[src/sv/rbd_pkg.sv]
// shared types and constants of the ring buffer deque
`default_nettype none

package rbd_pkg;

   // storage size; one entry stays unused so that head equal to tail means empty
   localparam int DEPTH   = 1024;
   localparam int PTR_W   = $clog2(DEPTH);
   localparam int WORD_W  = 32;
   localparam int COUNT_W = 10;
   localparam int ACT_W   = 3;

   // action codes of a request word
   typedef enum logic [ACT_W-1:0] {
      ACT_NONE       = 3'd0,
      ACT_PUSH_BACK  = 3'd1,
      ACT_PUSH_FRONT = 3'd2,
      ACT_POP_FRONT  = 3'd3,
      ACT_POP_BACK   = 3'd4
   } action_type;

   // controller states
   typedef enum logic [1:0] {
      ST_IDLE,
      ST_EXEC,
      ST_FETCH,
      ST_RESP
   } state_type;

   // controller to datapath
   typedef struct packed {
      logic capture;
      logic execute;
      logic load_fetch;
   } cmd_type;

   // datapath to controller
   typedef struct packed {
      logic need_fetch;
   } status_type;

   // next slot around the ring
   function automatic logic [PTR_W-1:0] ptr_next(input logic [PTR_W-1:0] p);
      logic [PTR_W-1:0] r;
      if (p == PTR_W'(DEPTH - 1)) begin
         r = '0;
      end else begin
         r = p + PTR_W'(1);
      end
      return r;
   endfunction

   // previous slot around the ring
   function automatic logic [PTR_W-1:0] ptr_prev(input logic [PTR_W-1:0] p);
      logic [PTR_W-1:0] r;
      if (p == '0) begin
         r = PTR_W'(DEPTH - 1);
      end else begin
         r = p - PTR_W'(1);
      end
      return r;
   endfunction

endpackage

`default_nettype wire

[src/sv/rbd_ctrl.sv]
// controller state machine of the ring buffer deque
`default_nettype none

module rbd_ctrl
   import rbd_pkg::*;
(
   input  wire logic       clock,
   input  wire logic       reset,
   input  wire logic       req_valid,
   output logic            req_stall,
   output logic            rsp_valid,
   input  wire logic       rsp_stall,
   input  wire status_type status,
   output cmd_type         cmd
);

   state_type state_ff;
   state_type state_in;

   // state register
   always_ff @(posedge clock) begin
      if (reset) begin
         state_ff <= ST_IDLE;
      end else begin
         state_ff <= state_in;
      end
   end

   // next state
   always_comb begin
      state_in = state_ff;
      unique case (state_ff)
         ST_IDLE: begin
            if (req_valid) begin
               state_in = ST_EXEC;
            end
         end
         ST_EXEC: begin
            if (status.need_fetch) begin
               state_in = ST_FETCH;
            end else begin
               state_in = ST_RESP;
            end
         end
         ST_FETCH: begin
            state_in = ST_RESP;
         end
         ST_RESP: begin
            if (!rsp_stall) begin
               state_in = ST_IDLE;
            end
         end
         default: begin
            state_in = ST_IDLE;
         end
      endcase
   end

   // outputs
   always_comb begin
      req_stall      = 1'b1;
      rsp_valid      = 1'b0;
      cmd.capture    = 1'b0;
      cmd.execute    = 1'b0;
      cmd.load_fetch = 1'b0;
      unique case (state_ff)
         ST_IDLE: begin
            req_stall   = 1'b0;
            cmd.capture = req_valid;
         end
         ST_EXEC: begin
            cmd.execute = 1'b1;
         end
         ST_FETCH: begin
            cmd.load_fetch = 1'b1;
         end
         ST_RESP: begin
            rsp_valid = 1'b1;
         end
         default: begin
            req_stall = 1'b1;
         end
      endcase
   end

endmodule

`default_nettype wire

[config.mk]
export PLATFORM = sky130hd
export DESIGN_NAME = rbd_ctrl
export DESIGN_NICKNAME = d
export VERILOG_FILES = /design/src/sv/rbd_pkg.sv /design/src/sv/rbd_ctrl.sv
export SDC_FILE = /design/constraint.sdc
export NUM_CORES = 1
export LEC_CHECK = 0
export BUFFER_PORTS_ARGS = -buffer_cell sky130_fd_sc_hd__buf_2
export CORE_AREA = 8 8 45 47
export DETAILED_ROUTE_END_ITERATION = 10
export DIE_AREA = 0 0 53 55
export GPL_TIMING_DRIVEN = 0
export PLACE_DENSITY_LB_ADDON = 0.2
export SLEW_MARGIN = 30
export SYNTH_ARGS = -nofsm -noshare
export SYNTH_HDL_FRONTEND = slang
export SYNTH_SLANG_ARGS = --single-unit
[constraint.sdc]
create_clock -name clock -period 2 [get_ports clock]
set_clock_uncertainty 0.15 [all_clocks]
set_input_delay 0.1 -clock clock [delete_from_list [all_inputs] [get_ports clock]]
set_output_delay 0.1 -clock clock [all_outputs]
set_load 0.05 [all_outputs]
# Word-level counts from Yosys, hierarchy flattened
# Cells that the tools add are included.
totals:
  ff_bits: 2
  input_bits: 5
  output_inout_bits: 5
  word_cells: 17
classes:
  eq_ne: 5
  n_mux: 9
  n_reduce_logical: 2
op_table:
  columns: ["op", "n"]
  rows:
  - ["case mux 2 bit (4 select lines)", 1]
  - ["two-way mux 1 bit", 6]
  - ["equality test 2 bit (second input constant)", 2]
  - ["two-way mux 2 bit", 2]
  - ["!= test 2 bit (second input constant)", 2]
  - ["equality test 2 x 1 -> 1 bit (second input constant)", 1]
  - ["logical NOT 2 bit", 1]
  - ["AND reduction 2 bit", 1]

# Longest topological paths before layout
# Gate-level depths: netlist (run 1).
depth:
  word_depth: 3
  mapped_depth: 5
  mapped_depth_nobuf: 5

# Worst setup path before layout (run 1)
# Ideal clock, no wire load.
synth_timing:
  path_kind: "flip-flop to flip-flop"
  from: "register state_ff[0]"
  to: "register state_ff[0]"
  setup_time_ps: 132
  arrival_time_ps: 1340
  required_time_ps: 1718
  setup_slack_ps: 378
  stages_incl_launch_ff: 5
  path_buffers: 0
  period_less_slack_ps: 1622
  cell_sequence: "dfxtp_1 -> ha_1 -> and2_1 -> a2111oi_0 -> nor3b_1"
synth_via:
  elab_chain_cells: 3
  word_cells_on_any_way: 8
  cone_classes: "eq/ne (5); mux (1); reduce/logical (2)"
synth_lines:
  columns: ["element", "line_no", "text"]
  rows:
  - ["start: declaration", "rbd_ctrl.sv:17", "state_type state_ff;"]
  - ["start signal: assignment", "rbd_ctrl.sv:25", "state_ff <= state_in;"]
  - ["equality test 2 bit or logical NOT 2 bit (tied branches)", "rbd_ctrl.sv:32", "unique case (state_ff)"]
  - ["!= test 2 bit (no source line)", null, null]
  - ["AND reduction 2 bit (no source line)", null, null]
# Several ways; a longest one is shown, not always the timed one.
# A chain may end at the register's enable or synchronous reset.

# Worst setup path in the final report (run 1)
# Same ends and word-level chain as after synthesis.

==> results of run 1 <==
[cell usage after synthesis]
| cell | instances | area [um2] |
|---|---|---|
| nor2b_4 | 1 | 13.8 |
| dfxtp_1 | 2 | 40.0 |
| o21ai_0 | 1 | 5.00 |
| and2_1 | 1 | 6.26 |
| ha_1 | 5 | 62.6 |
| a2111oi_0 | 1 | 8.76 |
| nand2b_1 | 1 | 6.26 |
| nor3b_1 | 1 | 7.51 |
| and2_2 | 1 | 7.51 |
| inv_1 | 4 | 15.0 |
| or3b_1 | 1 | 8.76 |
| nor2_1 | 1 | 3.75 |
| a21oi_1 | 1 | 5.00 |
| o31ai_1 | 1 | 7.51 |
[routing by layer]
layer  vias up  share of wire  routed length [um]
met3         0           0.10                  50
met4         0              0                   0
met1        79           0.39                 189
li1         98              -                   -
met2         6           0.51                 247
met5         -              0                   0
[logic make-up after synthesis]
logic type,count (synthesis),share of synthesized area
AO/OA/AOI/OAI,4,0.133
buffers and inverters,4,0.0759
flip-flops,2,0.203
adder cells (fa/ha/maj),5,0.316
AND/OR/NAND/NOR,7,0.272
[worst paths after layout]
kind                    start          end  slack, ps  cells after the start
setup / recovery  state_ff[0]  state_ff[0]        360                      5
hold / removal      req_valid  state_ff[1]        140                      4
setup reg to reg  state_ff[0]  state_ff[0]        360                      5
hold reg to reg   state_ff[1]  state_ff[1]        380                      2
[per-stage QoR]
step	worst slack (ps)	std cells	util
floorplan	378	22	-
global placement	322	47	0.190
detailed placement	338	47	0.190
CTS	335	51	0.213
global route	187	51	0.213
finish	356	51	0.213
[tightest hold or removal path, cell delays in order]
cell     delay (ps)
buf_2           110
nor2b_4          50
o21ai_0         150
a21oi_1          60
[final cells by class]
| cell class | instances | area (um2) |
|---|---|---|
| Multi-Input combinational cell | 16 | 143 |
| Timing Repair Buffer | 10 | 55.1 |
| Fill cell | 164 | 1090 |
| Clock buffer | 3 | 22.5 |
| Inverter | 4 | 15.0 |
| Tap cell | 16 | 20.0 |
| Sequential cell | 2 | 40.0 |
==> run_results.csv, run 1 <==
group,metric,value,unit
logic_synthesis,ys_types,14,
clock_network,clockBufferDepth,2,
detailed_routing,vias_per_cell,3.59,
logic_synthesis,yosys_warnings,0,
grt,met2_usage,0.0605,
grt,grt.met1_usage,0.0318,
grt,use_met3,0.0187,
sta,period_minus_slack,1640,ps
sta,tns,0,ps
detailed_routing,ant_nets,0,
sta,rsz0062_at_grt,"false",
logic_synthesis,synth_area,198,um2
grt,grt-ovfl-total,0,
clock_network,tritoncts,"done",
worst_setup_path,cp.required,1940,ps
worst_setup_path,startpoint_type,"register",
worst_setup_path,worstPathMaxFanout,4,
detailed_routing,dr.pass1.iters,2,
logic_synthesis,synth_area_per_cell,8.99,um2
floorplan,initial_core_util,0.143,
sta,timing.hold.ws,142,ps
worst_setup_path,path_cells,"inv_1, ha_1, nor2b_4, a2111oi_0, nor3b_1",
clock_network,clock_sinks,2,
place,portBuffers,9,
detailed_routing,wl_per_cell,9.57,um
sta,tightest_slew,387,ps
worst_setup_path,worst_setup_path_end_kind,"register",
logic_synthesis,syn_inst,22,
detailed_routing,vias,183,
worst_setup_path,setup.worst_path.class,"register to register",
sta,fmax,608,MHz
clock_network,root_buffer,"clkbuf_4",
layout,largest_reg_flops,2,
floorplan,die_x,53,um
sta,setup_viol,0,
layout,final_common_cell,"buf_2",
detailed_routing,drt_iter0_drc,6,
layout,regMostFlops,"state_ff",
detailed_routing,post-route-drc-count,0,
floorplan,die_area,2920,um2
detailed_routing,wl,488,um
layout,reg_top3,"state_ff: 2 flops",
sta,slew_violations,0,
outcome,status,"completed",
layout,mostFrequentLayoutCells,"9 x buf_2, 5 x ha_1, 4 x inv_1, 3 x clkbuf_4, 2 x dfxtp_1",
worst_setup_path,cp.arrival,1580,ps
floorplan,die_y,55,um
clock_network,cts_setup_buffers,0,
worst_setup_path,cpLargestDelayFamily,"compound AO/OA/AOI/OAI gates",
grt,grt_max_degree,6,
sta,slew_headroom,0.735,
layout,area_growth,49.4,%
floorplan,core_area,1380,um2
place,gp_congestion,0.698,
floorplan,num_rows,14,
place,dpl_cell_area,263,um2
grt,grt_pass1_wl,765,um
clock_network,ctsHoldBuffers,1,
clock_network,htree_levels,1,
logic_synthesis,synth.net_count,32,
logic_synthesis,ys_ff_latch,2,
grt,grt_busiest_layer,"met2",
sta,hold_violations,0,
clock_network,cts_resized,0,
layout,layout-drive-gt1-share,0.400,
clock_network,cts_buffers,3,
worst_hold_path,hp-class,"input pin to register",
worst_setup_path,slowest_stage,"a2111oi_0",
layout,stdcell_area,295,um2
layout,antenna_cells,0,
worst_setup_path,crit_buf_inv,1,
clock_network,clock_latency,220,ps
grt,grt_usage,0.0387,
grt,first_global_vias,181,
clock_network,clkSlewWorstSetupHoldPaths,30,ps
sta,fin_crit_sh,0.822,
job,max-cap-violations,0,
logic_synthesis,ys_seq_area_frac,0.203,
worst_setup_path,max_stage_delay,400,ps
layout,layout.nets,47,
grt,antenna_found_initial,0,
floorplan,pin_count,10,
Power of run 1 is not shown: default switching activity piles up to over one toggle a cycle in this logic, so the estimate is an artifact.
==> inputs of run 2 (changes only) <==
--- a/config.mk
+++ b/config.mk
@@ -5,6 +5,7 @@
 export SDC_FILE = /design/constraint.sdc
 export NUM_CORES = 1
 export LEC_CHECK = 0
+export ABC_AREA = 1
 export BUFFER_PORTS_ARGS = -buffer_cell sky130_fd_sc_hd__buf_2
 export CORE_AREA = 8 8 45 47
 export DETAILED_ROUTE_END_ITERATION = 10
==> constraint.sdc (replaced) <==
create_clock -name clock -period 1.5 [get_ports clock]
set_clock_uncertainty 0.15 [all_clocks]
set_input_delay 0.075 -clock clock [delete_from_list [all_inputs] [get_ports clock]]
set_output_delay 0.075 -clock clock [all_outputs]
set_load 0.05 [all_outputs]
==> run_results.csv, run 2 <==
group,metric,value,unit
outcome,status,"completed",
worst_hold_path,hp-class,"input pin to register",
detailed_routing,vias,191,
logic_synthesis,yosysTopAreaCellShare,0.296,
layout,n_fill_cell,157,
floorplan,num_rows,14,
logic_synthesis,synth_area_per_cell,7.83,um2
worst_setup_path,worst_setup_path_end_kind,"output pin",
grt,grt_pass1_wl,765,um
worst_setup_path,r2r_slack,270,ps
clock_network,clkSlewWorstSetupHoldPaths,30,ps
clock_network,tritoncts,"done",
worst_setup_path,cp.required,1270,ps
sta,rsz0062_at_grt,"false",
floorplan,die_area,2920,um2
sta,slew_headroom,0.834,
sta,hold_violations,0,
logic_synthesis,ys_types,9,
floorplan,pin_count,10,
place,dp_hpwl,388,um
sta,timing.hold.ws,96.2,ps
sta,fmax,720,MHz
logic_synthesis,synth_commonest_cells,"6 x inv_1, 6 x nand2_1, 5 x ha_1",
logic_synthesis,synth_area,211,um2
logic_synthesis,synth_top_cells_by_area,"ha_1 30%, dfxtp_1 19%, inv_1 11%",
job,max-cap-violations,0,
floorplan,die_x,53,um
place,portBuffers,9,
clock_network,clock_latency,220,ps
detailed_routing,vias_per_cell,3.41,
logic_synthesis,yosysTopAreaCell,"ha_1",
grt,grt_usage,0.0382,
grt,antenna_found_initial,0,
clock_network,htree_levels,1,
logic_synthesis,ys_seq_area_frac,0.189,
detailed_routing,post-route-drc-count,0,
logic_synthesis,syn_inst,27,
layout,mostFrequentLayoutCells,"7 x buf_2, 6 x nand2_1, 5 x inv_1",
worst_setup_path,worstPathMaxFanout,5,
logic_synthesis,synth_enable_flop_cells,0,
detailed_routing,dr.pass1.iters,2,
grt,first_global_vias,196,
layout,final_common_cell,"buf_2",
sta,period_minus_slack,1390,ps
clock_network,clock_sinks,2,
layout,area_growth,56.2,%
grt,grt-ovfl-total,0,
floorplan,initial_core_util,0.153,
worst_setup_path,cp.arrival,1160,ps
clock_network,clockBufferDepth,2,
layout,reg_top3,"state_ff: 2 flops",
worst_setup_path,setup.worst_path.class,"register to output pin",
logic_synthesis,yosys_warnings,0,
grt,grt_max_degree,6,
logic_synthesis,ys.flop_type,"dfxtp_1",
clock_network,cts_buffers,3,
clock_network,cts_setup_buffers,0,
clock_network,root_buffer,"clkbuf_4",
floorplan,core_area,1380,um2
sta,setup_viol,0,
logic_synthesis,synth.net_count,37,
logic_synthesis,synthArstFlopShare,0,
layout,layout-drive-gt1-share,0.625,
layout,largest_reg_flops,2,
layout,antenna_cells,0,
worst_setup_path,startpoint_type,"register",
floorplan,die_y,55,um
sta,fin_crit_sh,0.926,
layout,layout.nets,52,
logic_synthesis,ys_ff_latch,2,
layout,regMostFlops,"state_ff",
sta,slew_violations,0,
sta,tns,0,ps
detailed_routing,ant_nets,0,
detailed_routing,drt_iter0_drc,1,
detailed_routing,wl_per_cell,8.39,um
worst_setup_path,path_cells,"inv_1, ha_2, nand2_1, inv_1, buf_6",
sta,tightest_slew,250,ps
worst_setup_path,slowest_stage,"dfxtp_4",
worst_setup_path,crit_path_frequent_cell,"inv_1",
detailed_routing,wl,470,um
place,gp_congestion,0.662,
worst_setup_path,max_stage_delay,360,ps
-- run 2: worst max-delay path: cells and delay by family (launching register included) --
kind | cells | cell delay (ps)
and+or+nand+nor | 1 | 60
buffers and inverters | 3 | 320
adders and majority gates | 1 | 210
DFF | 1 | 360
-- run 2: worst paths after layout --
check / start / end / depth (start not counted)
max: state_ff[0] / cmd[2] / 5
min: status / state_ff[0] / 6
min reg2reg: state_ff[1] / state_ff[1] / 2
max reg2reg: state_ff[0] / state_ff[0] / 7
-- run 2: routing by layer --
layer | part of all wire | GRT usage | vias up | routed length (um)
li1 | - | - | 106 | -
met4 | 0 | 0.0517 | 0 | 0
met5 | 0 | 0 | - | 0
met3 | 0.045 | 0.0187 | 0 | 21
met1 | 0.43 | 0.0347 | 81 | 204
met2 | 0.52 | 0.0547 | 4 | 243
-- run 2: what timing repair did --
| item | CTS | global route |
|---|---|---|
| endpoints found under the setup margin | 2 | 3 |
| gates resized for setup | 3 | 5 |
| hold buffers | 1 | 0 |
| endpoints found under the hold margin | 2 | 0 |
-- run 2: final cells by class --
class                           count  area [um2]  area share
Clock buffer                        3        22.5      0.0682
Timing Repair Buffer               10        63.8       0.193
Multi-Input combinational cell     18         153       0.462
Tap cell                           16        20.0      0.0606
Inverter                            7        26.3      0.0795
Sequential cell                     2        45.0       0.136
-- run 2: cell families (layout without fill, tap and decap cells) --
family / Yosys count / after routing / share of synthesized area
and+or+nand+nor: 10 / 10 / 0.219
buffers and inverters: 7 / 20 / 0.124
adders and majority gates: 5 / 5 / 0.296
AOI/OAI and AO/OA: 3 / 3 / 0.172
DFF: 2 / 2 / 0.189
-- run 2: through the flow --
| stage | worst slack, ps | util | instances | area, um2 |
|---|---|---|---|---|
| final | 111 | 0.239 | 56 | 330 |
| after global routing | 21.1 | 0.239 | 56 | 330 |
| after CTS | 1.81 | 0.231 | 56 | 320 |
| after detailed placement | 78.2 | 0.203 | 52 | 282 |
| after global placement | 75.3 | 0.203 | 52 | 282 |
| after floorplan | 88.6 | - | 27 | 216 |
Power of run 2 is left out for the same reason.
==> inputs of run 3 (changes only) <==
--- a/config.mk
+++ b/config.mk
@@ -11,7 +11,7 @@
 export DETAILED_ROUTE_END_ITERATION = 10
 export DIE_AREA = 0 0 53 55
 export GPL_TIMING_DRIVEN = 0
-export PLACE_DENSITY_LB_ADDON = 0.2
+export PLACE_DENSITY_LB_ADDON = 0.3
 export SLEW_MARGIN = 30
 export SYNTH_ARGS = -nofsm -noshare
 export SYNTH_HDL_FRONTEND = slang
==> run_results.csv, run 3 (synthesis gave the netlist of run 2 again) <==
group,metric,value,unit
grt,grt_usage,0.0322,
worst_setup_path,worstPathMaxFanout,5,
detailed_routing,drt_iter0_drc,2,
place,place_ws,96.1,ps
worst_setup_path,timing.rr.start,"state_ff[0]",
worst_setup_path,path_cells,"inv_1, ha_1, nand2_1, inv_1, buf_4",
worst_setup_path,cpLargestDelayFamily,"flip-flops",
clock_network,clock_latency,220,ps
worst_setup_path,cp.arrival,1210,ps
worst_setup_path,max_stage_delay,380,ps
sta,fin_ws,68.9,ps
worst_setup_path,crit_path_frequent_cell,"inv_1",
worst_setup_path,setup.worst_path.class,"register to output pin",
layout,regMostFlops,"state_ff",
job,max-cap-violations,0,
detailed_routing,ant_nets,0,
detailed_routing,wl_per_cell,7.77,um
worst_setup_path,startpoint_type,"register",
worst_setup_path,slowest_stage,"dfxtp_2",
grt,antenna_found_initial,0,
worst_setup_path,worst_setup_path_end_kind,"output pin",
grt,grt_pass1_wl,669,um
outcome,status,"completed",
layout,final_common_cell,"buf_2",
layout,layout.nets,52,
floorplan,core_area,1380,um2
sta,slew_violations,0,
floorplan,num_rows,14,
worst_setup_path,setup.worst_path.start,"state_ff[0]",
layout,largest_reg_flops,2,
layout,layout-drive-gt1-share,0.575,
clock_network,tritoncts,"done",
floorplan,die_x,53,um
detailed_routing,dr.pass1.iters,2,
clock_network,clockBufferDepth,2,
place,portBuffers,9,
clock_network,htree_levels,1,
sta,rsz0062_at_grt,"false",
sta,timing.hold.ws,79.4,ps
layout,antenna_cells,0,
clock_network,cts_buffers,3,
worst_hold_path,hold_start,"status",
layout,reg_top3,"state_ff: 2 flops",
sta,tightest_slew,252,ps
floorplan,die_area,2920,um2
clock_network,root_buffer,"clkbuf_4",
worst_hold_path,hp-class,"input pin to register",
floorplan,die_y,55,um
floorplan,initial_core_util,0.153,
layout,area_growth,51.5,%
sta,tns,0,ps
detailed_routing,vias,188,
clock_network,clkSlewWorstSetupHoldPaths,30,ps
floorplan,pin_count,10,
grt,first_global_vias,176,
sta,hold_violations,0,
sta,fmax,699,MHz
sta,slew_headroom,0.833,
worst_setup_path,cp.required,1270,ps
sta,period_minus_slack,1430,ps
sta,fin_crit_sh,0.954,
layout,mostFrequentLayoutCells,"7 x buf_2, 6 x nand2_1, 5 x inv_1",
clock_network,clock_sinks,2,
place,dp_hpwl,371,um
grt,grt_max_degree,6,
sta,setup_viol,0,
grt,grt-ovfl-total,0,
detailed_routing,wl,435,um
detailed_routing,vias_per_cell,3.36,
place,gp_congestion,0.684,
worst_setup_path,crit_buf_inv,3,
detailed_routing,post-route-drc-count,0,
-- run 3: cell counts in the layout (fill, tap and decap cells not counted) --
Identical to the previous run, type by type.
-- run 3: through the flow --
stage | std cells | utilization | instance area (um2)
global placement | 52 | 0.203 | 282
floorplan | 27 | - | 216
finish | 56 | 0.231 | 320
detailed placement | 52 | 0.203 | 282
global route | 56 | 0.231 | 320
CTS | 56 | 0.231 | 320
-- run 3: cell type report --
class,count,area [um2]
clock buffer,3,22.5
fill,165,1060
inverter,7,26.3
multi-input combinational,18,150
sequential,2,41.3
tap,16,20.0
timing repair buffer,10,60.1
-- run 3: worst min-delay path: stages --
cell and delay (ps):
buf_2 70, inv_1 30, nand2_1 40, nand3_1 60, nand2_1 70, a21oi_2 50
-- run 3: path summary, 6_finish.rpt --
kind              slack [ps]  cells past startpoint           to
setup / recovery          70                      5       cmd[2]
hold / removal            80                      6  state_ff[0]
setup reg to reg         200                      7  state_ff[0]
hold reg to reg          370                      2  state_ff[0]
-- run 3: timing repair --
| action | in CTS | in global routing |
|---|---|---|
| endpoints found under the setup margin | 2 | 2 |
| pin swaps | 0 | 0 |
| gates resized for setup | 3 | 1 |
| hold buffers | 1 | 0 |
| hold endpoints to repair | 2 | 0 |
| buffers inserted | 0 | 0 |
-- run 3: routing by layer --
layer	vias to the layer above	GRT usage	share of wire
met2	5	0.0508	0.50
met4	0	0.0259	0
li1	107	-	-
met3	0	0.0187	0.083
met5	-	0	0
met1	76	0.0302	0.41
Power of run 3 is left out for the same reason.
